**src/sv/ert_pkg.sv**
```systemverilog
// Package: shared types, codes and constants for the engine RPM tracker.
`timescale 1ns / 1ps

package ert_pkg;

  localparam int unsigned RPM_W    = 16;
  localparam int unsigned PERIOD_W = 32;
  localparam int unsigned SEC_W    = 32;
  localparam int unsigned TICK_W   = 10;
  localparam int unsigned CFG_W    = 16;
  localparam int unsigned CFG_IDX_W = 1;

  // Dividend of the speed conversion: microseconds per minute.
  localparam int unsigned QUO_W = 26;
  localparam logic [QUO_W-1:0] US_PER_MINUTE = QUO_W'(60000000);
  localparam int unsigned CNT_W = 5;

  localparam logic [TICK_W-1:0] TICKS_PER_SECOND = TICK_W'(1000);

  localparam logic [RPM_W-1:0] STALL_LIM_RST    = RPM_W'(100);
  localparam logic [RPM_W-1:0] CRANKING_RPM_RST = RPM_W'(400);

  // Register indexes
  localparam logic [CFG_IDX_W-1:0] REG_STALL_LIM    = 1'b0;
  localparam logic [CFG_IDX_W-1:0] REG_CRANKING_RPM = 1'b1;

  // Action codes
  localparam logic [1:0] ACT_PERIOD = 2'd0;
  localparam logic [1:0] ACT_EVAL   = 2'd1;
  localparam logic [1:0] ACT_TICK   = 2'd2;

  // Engine class codes
  localparam logic [1:0] CLASS_STALLED  = 2'd0;
  localparam logic [1:0] CLASS_CRANKING = 2'd1;
  localparam logic [1:0] CLASS_RUNNING  = 2'd2;

  typedef struct packed {
    logic [1:0]          action;
    logic [PERIOD_W-1:0] period_us;
    logic                trigger_seen;
  } ert_in_t;

  typedef struct packed {
    logic [RPM_W-1:0] rpm;
    logic [1:0]       engine_state;
    logic             is_running_now;
    logic [SEC_W-1:0] running_seconds;
  } ert_out_t;

  typedef enum logic [3:0] {
    S_IDLE  = 4'b0001,
    S_DIV   = 4'b0010,
    S_CLASS = 4'b0100,
    S_PUSH  = 4'b1000
  } ert_state_e;

endpackage

```
**src/sv/engine_rpm_state_tracker.sv**
```systemverilog
// Engine speed tracker: period to RPM conversion, engine class and run time.
`timescale 1ns / 1ps

// Sequence: an armed evaluate with triggers and a nonzero period runs a restoring
// divider, one quotient bit per cycle over 26 bits, then classifies and pushes;
// an armed zero period goes straight to classify, every other beat to the push step.
// A new beat is taken only once the previous one is pushed and the block is idle;
// a held output slot stalls the push step.
// Reset (rst_ni low, asynchronous): state cleared, stall limit 100, cranking_rpm 400.
module engine_rpm_state_tracker
  import ert_pkg::*;
(
  input  logic                 clk_i,
  input  logic                 rst_ni,
  input  logic                 in_valid_i,
  output logic                 in_ready_o,
  input  ert_in_t              in_data_i,
  output logic                 out_valid_o,
  input  logic                 out_ready_i,
  output ert_out_t             out_data_o,
  input  logic                 cfg_we_i,
  input  logic [CFG_IDX_W-1:0] cfg_index_i,
  input  logic [CFG_W-1:0]     cfg_data_i
);

  // Configuration
  logic [RPM_W-1:0] stall_lim_q, cranking_rpm_q;

  // Architectural state
  logic [RPM_W-1:0]  speed_q, speed_d;
  logic [1:0]        class_q, class_d;
  logic              pending_q, pending_d;
  logic [SEC_W-1:0]  run_sec_q, run_sec_d;
  logic [TICK_W-1:0] tick_acc_q, tick_acc_d;
  logic              run_now_q, run_now_d;

  // Sequencer and divider
  ert_state_e          state_q, state_d;
  logic [PERIOD_W-1:0] div_q, div_d;
  logic [PERIOD_W-1:0] rem_q, rem_d;
  logic [QUO_W-1:0]    quo_q, quo_d;
  logic [CNT_W-1:0]    cnt_q, cnt_d;

  // Output register
  logic     out_valid_q, out_valid_d;
  ert_out_t out_q, out_d;

  // Divider step, tick and handshake signals
  logic [PERIOD_W:0]   rem_sh;
  logic [PERIOD_W:0]   rem_diff;
  logic                rem_ge;
  logic [TICK_W-1:0]   tick_inc;
  logic                in_fire;
  logic                slot_free;

  assign in_ready_o  = (state_q == S_IDLE);
  assign in_fire     = in_valid_i && in_ready_o;
  assign out_valid_o = out_valid_q;
  assign out_data_o  = out_q;
  assign slot_free   = !out_valid_q || out_ready_i;

  // One restoring step: bring down the next dividend bit, trial subtract.
  assign rem_sh   = {rem_q, US_PER_MINUTE[cnt_q]};
  assign rem_diff = rem_sh - {1'b0, div_q};
  assign rem_ge   = (rem_sh >= {1'b0, div_q});

  assign tick_inc = tick_acc_q + TICK_W'(1);

  always_ff @(posedge clk_i or negedge rst_ni) begin
    if (!rst_ni) begin
      stall_lim_q    <= STALL_LIM_RST;
      cranking_rpm_q <= CRANKING_RPM_RST;
    end else if (cfg_we_i) begin
      case (cfg_index_i)
        REG_STALL_LIM:    stall_lim_q    <= cfg_data_i;
        REG_CRANKING_RPM: cranking_rpm_q <= cfg_data_i;
        default: ;
      endcase
    end
  end

  always_comb begin
    state_d     = state_q;
    speed_d     = speed_q;
    class_d     = class_q;
    pending_d   = pending_q;
    run_sec_d   = run_sec_q;
    tick_acc_d  = tick_acc_q;
    run_now_d   = run_now_q;
    div_d       = div_q;
    rem_d       = rem_q;
    quo_d       = quo_q;
    cnt_d       = cnt_q;
    out_valid_d = out_valid_q && !out_ready_i;
    out_d       = out_q;

    case (state_q)
      S_IDLE: begin
        if (in_fire) begin
          run_now_d = 1'b0;
          state_d   = S_PUSH;
          case (in_data_i.action)
            ACT_PERIOD: begin
              pending_d = 1'b1;
            end
            ACT_EVAL: begin
              if (!in_data_i.trigger_seen) begin
                // No triggers: engine has stopped.
                speed_d = '0;
                class_d = CLASS_STALLED;
              end else if (pending_q) begin
                pending_d = 1'b0;
                if (in_data_i.period_us == '0) begin
                  // Zero period reads as a quotient above every threshold.
                  quo_d   = '1;
                  state_d = S_CLASS;
                end else begin
                  div_d   = in_data_i.period_us;
                  rem_d   = '0;
                  quo_d   = '0;
                  cnt_d   = CNT_W'(QUO_W - 1);
                  state_d = S_DIV;
                end
              end
            end
            ACT_TICK: begin
              tick_acc_d = tick_inc;
              if (tick_inc >= TICKS_PER_SECOND) begin
                tick_acc_d = tick_inc - TICKS_PER_SECOND;
                run_sec_d  = (class_q == CLASS_RUNNING) ? run_sec_q + SEC_W'(1) : '0;
              end
            end
            default: ;
          endcase
        end
      end
      S_DIV: begin
        rem_d = rem_ge ? rem_diff[PERIOD_W-1:0] : rem_sh[PERIOD_W-1:0];
        quo_d = {quo_q[QUO_W-2:0], rem_ge};
        cnt_d = cnt_q - CNT_W'(1);
        if (cnt_q == '0) begin
          state_d = S_CLASS;
        end
      end
      S_CLASS: begin
        // Apply the tests in order: stalled, cranking, running.
        if (quo_q < QUO_W'(stall_lim_q)) begin
          class_d = CLASS_STALLED;
          speed_d = '0;
        end else begin
          speed_d = (quo_q > QUO_W'({RPM_W{1'b1}})) ? '1 : quo_q[RPM_W-1:0];
          if (quo_q <= QUO_W'(cranking_rpm_q)) begin
            class_d = CLASS_CRANKING;
          end else begin
            class_d   = CLASS_RUNNING;
            run_now_d = 1'b1;
          end
        end
        state_d = S_PUSH;
      end
      S_PUSH: begin
        // Hold until the output slot frees, then load the snapshot.
        if (slot_free) begin
          out_valid_d           = 1'b1;
          out_d.rpm             = speed_q;
          out_d.engine_state    = class_q;
          out_d.is_running_now  = run_now_q;
          out_d.running_seconds = run_sec_q;
          state_d               = S_IDLE;
        end
      end
      default: begin
        state_d = S_IDLE;
      end
    endcase
  end

  always_ff @(posedge clk_i or negedge rst_ni) begin
    if (!rst_ni) begin
      state_q     <= S_IDLE;
      speed_q     <= '0;
      class_q     <= CLASS_STALLED;
      pending_q   <= 1'b0;
      run_sec_q   <= '0;
      tick_acc_q  <= '0;
      run_now_q   <= 1'b0;
      out_valid_q <= 1'b0;
    end else begin
      state_q     <= state_d;
      speed_q     <= speed_d;
      class_q     <= class_d;
      pending_q   <= pending_d;
      run_sec_q   <= run_sec_d;
      tick_acc_q  <= tick_acc_d;
      run_now_q   <= run_now_d;
      out_valid_q <= out_valid_d;
    end
  end

  always_ff @(posedge clk_i) begin
    div_q <= div_d;
    rem_q <= rem_d;
    quo_q <= quo_d;
    cnt_q <= cnt_d;
    out_q <= out_d;
  end

`ifndef ASSERT_OFF
  a_rise_from_push: assert property (@(posedge clk_i) disable iff (!rst_ni)
    $rose(out_valid_q) |-> $past(state_q == S_PUSH))
    else $error("output valid rose without a push step");

  a_div_nonzero: assert property (@(posedge clk_i) disable iff (!rst_ni)
    (state_q == S_DIV) |-> (div_q != '0))
    else $error("divider running with zero divisor");

  a_rem_bound: assert property (@(posedge clk_i) disable iff (!rst_ni)
    (state_q == S_DIV) |-> (rem_q < div_q))
    else $error("partial remainder not below divisor");

  a_running_flag: assert property (@(posedge clk_i) disable iff (!rst_ni)
    (out_valid_q && out_q.is_running_now) |-> (out_q.engine_state == CLASS_RUNNING))
    else $error("running flag without running class");

  a_stalled_zero: assert property (@(posedge clk_i) disable iff (!rst_ni)
    (out_valid_q && (out_q.engine_state == CLASS_STALLED)) |-> (out_q.rpm == '0))
    else $error("stalled engine with nonzero rpm");
`endif

endmodule
```
**config.mk**
```make
export PLATFORM = sky130hd
export DESIGN_NAME = engine_rpm_state_tracker
export DESIGN_NICKNAME = d
export VERILOG_FILES = /design/src/sv/ert_pkg.sv /design/src/sv/engine_rpm_state_tracker.sv
export SDC_FILE = /design/constraint.sdc
export NUM_CORES = 1
export LEC_CHECK = 0
export ABC_AREA = 1
export BUFFER_PORTS_ARGS = -buffer_cell sky130_fd_sc_hd__clkbuf_2
export CAP_MARGIN = 20
export CORE_MARGIN = 3
export CORE_UTILIZATION = 60
export CTS_CLUSTER_DIAMETER = 100
export DETAILED_ROUTE_END_ITERATION = 7
export PLACE_DENSITY_LB_ADDON = 0.12
export REMOVE_ABC_BUFFERS = 1
export SLEW_MARGIN = 5
export SYNTH_ARGS = -nofsm -noshare
export SYNTH_HDL_FRONTEND = slang
export SYNTH_SLANG_ARGS = --single-unit
```
**constraint.sdc**
```tcl
create_clock -name clk_i -period 10.22 [get_ports clk_i]
set_input_delay 2.044 -clock clk_i [delete_from_list [all_inputs] [get_ports clk_i]]
set_output_delay 2.044 -clock clk_i [all_outputs]
set_load 0.03 [all_outputs]
```
==> results by group <==
Outcome
  – Result of the run: completed

Die
  – Die height: 158 µm
  – Horizontal die dimension: 158 µm
  – Ports: between 100 and 150
  – Core region area: around 22000 µm²
  – Area of the die: between 20000 and 25000 µm²
  – Floorplan row count: 54
  – Starting density of the core: between 60% and 70%

Logic synthesis
  – Proportion of synthesized chip area in sequential cells: 50.0%
  – Post-synth design cell area: around 14000 µm²
  – Area share of the leading cell type in the synthesized netlist: between 30% and 40%
  – Cell types with the highest counts after synthesis: sky130_fd_sc_hd__nand2_1, sky130_fd_sc_hd__inv_1, sky130_fd_sc_hd__nor2_1
  – Gate count of the mapped netlist: about 1.6k
  – Number of synthesis warnings: 0
  – Number of distinct standard cells referenced by the synthesized netlist: slightly above 50
  – Most common flop cell mapped by yosys: sky130_fd_sc_hd__edfxtp_1
  – Area leader, netlist: sky130_fd_sc_hd__edfxtp_1
  – Share of async-settable or async-resettable flops after synthesis: about two fifths
  – Number of enable-type register cells in the synthesized netlist: between 100 and 150
  – Syn avg cell area: between 8 and 9 µm²
  – Largest cells by area after synthesis: sky130_fd_sc_hd__edfxtp_1, sky130_fd_sc_hd__dfrtp_1, sky130_fd_sc_hd__nand2_1
  – Cell with the most instances after synthesis: sky130_fd_sc_hd__nand2_1
  – Flops & latches, synth: roughly 250

Global routing
  – Residual overflow from global routing: 0
  – Tot GR Track Use: a little over a quarter
  – Pin count of the biggest net entering global routing: 73
  – Global-route wire length before repair: approximately 55 mm
  – Antenna violations before repair: 0
  – Number of global-route vias before repair: roughly 11k

STA
  – Part of the cycle the worst path needs: between 30% and 40%
  – Worst Tran Pin Value: about 1.1 ns
  – Count of final setup violators: 0
  – Fin. Hold Viols: 0
  – Final count of pins violating max slew: 0
  – Worst Clk Skew: between 0.02 and 0.03 ns
  – Total negative setup slack: 0 ns
  – Unrepaired setup endpoints after global routing: false
  – Final critical path time including I/O delays and setup: approximately 3.7 ns
  – Rel. slew slack: approximately 30%
  – Maximum clock frequency: ~270 MHz

Worst setup path
  – Required time of the critical path: a little over 8 ns
  – Worst Setup Start Kind: register
  – Crit path max fanout: 9
  – Classification of the worst setup path: reg -> out
  – Delay of the slowest cell on the worst path: 0.55 ns
  – Data arrival time at the worst-slack endpoint: 1.67 ns
  – Crit path cell chain: nand2_1 > nor2_4 > clkbuf_2
  – Cell family with the largest share of critical-path delay: flip-flops
  – Count of buffer and inverter cells on the critical path: 1
  – Cell at the slowest stage of the critical path: sky130_fd_sc_hd__dfstp_2
  – CP endpoint kind: primary output

Placed design
  – Placed Instances: 1981
  – HPWL reported at the end of detailed placement: between 20 and 25 mm
  – Buffers on Ports: around 110
  – RePlAce Congestion: 0.918

Hold path
  – Worst min path class: reg -> reg

Clock network
  – Count of H-tree levels built during CTS: 1
  – Number of buffers created by CTS: 26
  – Cts-stage hold buffer count: 0
  – Clock latency on the worst-skew pair: around 0.55 ns
  – Post-cts repair resize count: 0
  – TritonCTS sink count: between 200 and 250
  – Clk Tree Root Cell: sky130_fd_sc_hd__clkbuf_16
  – Clock tree from TritonCTS: done
  – Longest Clk Path Bufs: 3
  – Clk slew on worst S/H paths: around 0.060 ns
  – Post-CTS setup buffers: 0

Drt
  – Total via count in the routed design: 11.2k
  – Wire length after detailed routing: about 33 mm
  – Routed wire length per instance: ~16 µm
  – DRC viols: 0
  – Vias per cell: 5.51
  – Count of routing violations after the opening detailed-route iteration: around 800
  – Number of iterations in the first detailed-routing pass: 6
  – Post-detailed-route count of antenna-violating nets: 0

Power and ir drop
  – Leakage power summed over all cells: about 7 nW
  – Pwr Density: approximately 210 nW/µm²
  – Peak ir drop on the vdd network: approximately 0.15 mV

Cells and area
  – Area of the multi-input gates: 5920 µm²
  – Number of filler instances in the final layout: 1817
  – Total inserted antenna cells: 0
  – Number of nets at the end of the flow: roughly 1.9k
  – FF+latch area: around 6900 µm²
  – Fin cells: 2029
  – Syn-to-layout area delta: 12.2%
  – Proportion of layout cells with a drive suffix above 1: between 10% and 20%

Run
  – Reported max-cap violation count: 0
[cell families after synthesis]
family          count (synthesis)  share of synthesized area, %
xor+xnor                       34                          2.16
fa+ha+maj                      72                          6.59
simple gates                  812                          25.5
compound gates                210                          8.55
buf+inv                       244                          7.14
flops                         246                          50.0
[metal layers]
layer  track usage [%]  wire (µm)  part of all wire, %
met5                 0          0                    0
met1              36.9      14500                   44
met2              47.0      16000                   48
met3              3.85       1870                  5.6
met4              7.15        885                  2.7
[path summary, 6_finish.rpt]
path | start | endpoint | slack [ns] | cells past startpoint
min in group asynchronous | rst_ni | stall_lim_q[8] | 1.40 | 1
hold / removal | speed_q[8] | out_data_o[43] | 0.45 | 0
setup / recovery | state_q[0] | in_ready_o | 6.50 | 3
max in group asynchronous | rst_ni | run_sec_q[24] | 7.56 | 2
hold reg to reg | speed_q[8] | out_data_o[43] | 0.45 | 0
setup reg to reg | state_q[2] | rem_sh[0] | 7.27 | 11
[report_power, final]
group          internal (W)  switching (W)
Sequential          0.00123      0.0000743
Combinational      0.000314       0.000708
Clock              0.000588       0.000396
[per-stage QoR]
step / hold WS [ns] / setup WS, ns / util (%) / instance area [µm²] / total power (W)
6_report: 0.454 / 6.50 / 69.7 / 15500 / 0.00331
5_1_grt: 0.464 / 6.43 / 69.7 / 15500 / 0.00350
4_1_cts: 0.457 / 6.48 / 69.7 / 15500 / 0.00333
3_5_place_dp: 0.433 / 6.14 / 65.7 / 14600 / 0.00233
3_3_place_gp: 0.434 / 6.21 / 65.7 / 14600 / 0.00231
2_1_floorplan: 0.425 / 4.31 / - / 13600 / 0.00204
[cell usage in the layout (no fill, tap or decap), types with 32 or more instances in the layout]
cell type,synthesis,final
sky130_fd_sc_hd__nand2_1,420,420
sky130_fd_sc_hd__inv_1,206,206
sky130_fd_sc_hd__nor2_1,202,201
sky130_fd_sc_hd__edfxtp_1,146,146
sky130_fd_sc_hd__clkbuf_2,0,108
sky130_fd_sc_hd__o21ai_0,93,93
sky130_fd_sc_hd__dfrtp_1,92,92
sky130_fd_sc_hd__ha_1,71,71
sky130_fd_sc_hd__nand3_1,63,63
sky130_fd_sc_hd__a21oi_1,58,58
sky130_fd_sc_hd__nand3b_1,32,32
[sequential cells by signal, indices dropped and copies added (netlist names), 2 cells and up]
register,cells
out_data_o,51
div_q,32
rem_q,32
run_sec_q,32
quo_q,26
cranking_rpm_q,16
speed_q,16
stall_lim_q,16
tick_acc_q,10
cnt_q,5
state_q,4
class_q,2
[layout make-up]
type | instances | area share [%]
clock buffers | 34 | 4.53
flip-flops and latches | 246 | 44.6
multi-input cells | 1128 | 38.3
inverters | 211 | 5.14
well taps | 280 | 2.27
clock inverters | 14 | 1.31
repair buffers | 116 | 3.89
No activity file was read; power rests on OpenSTA's default activity.
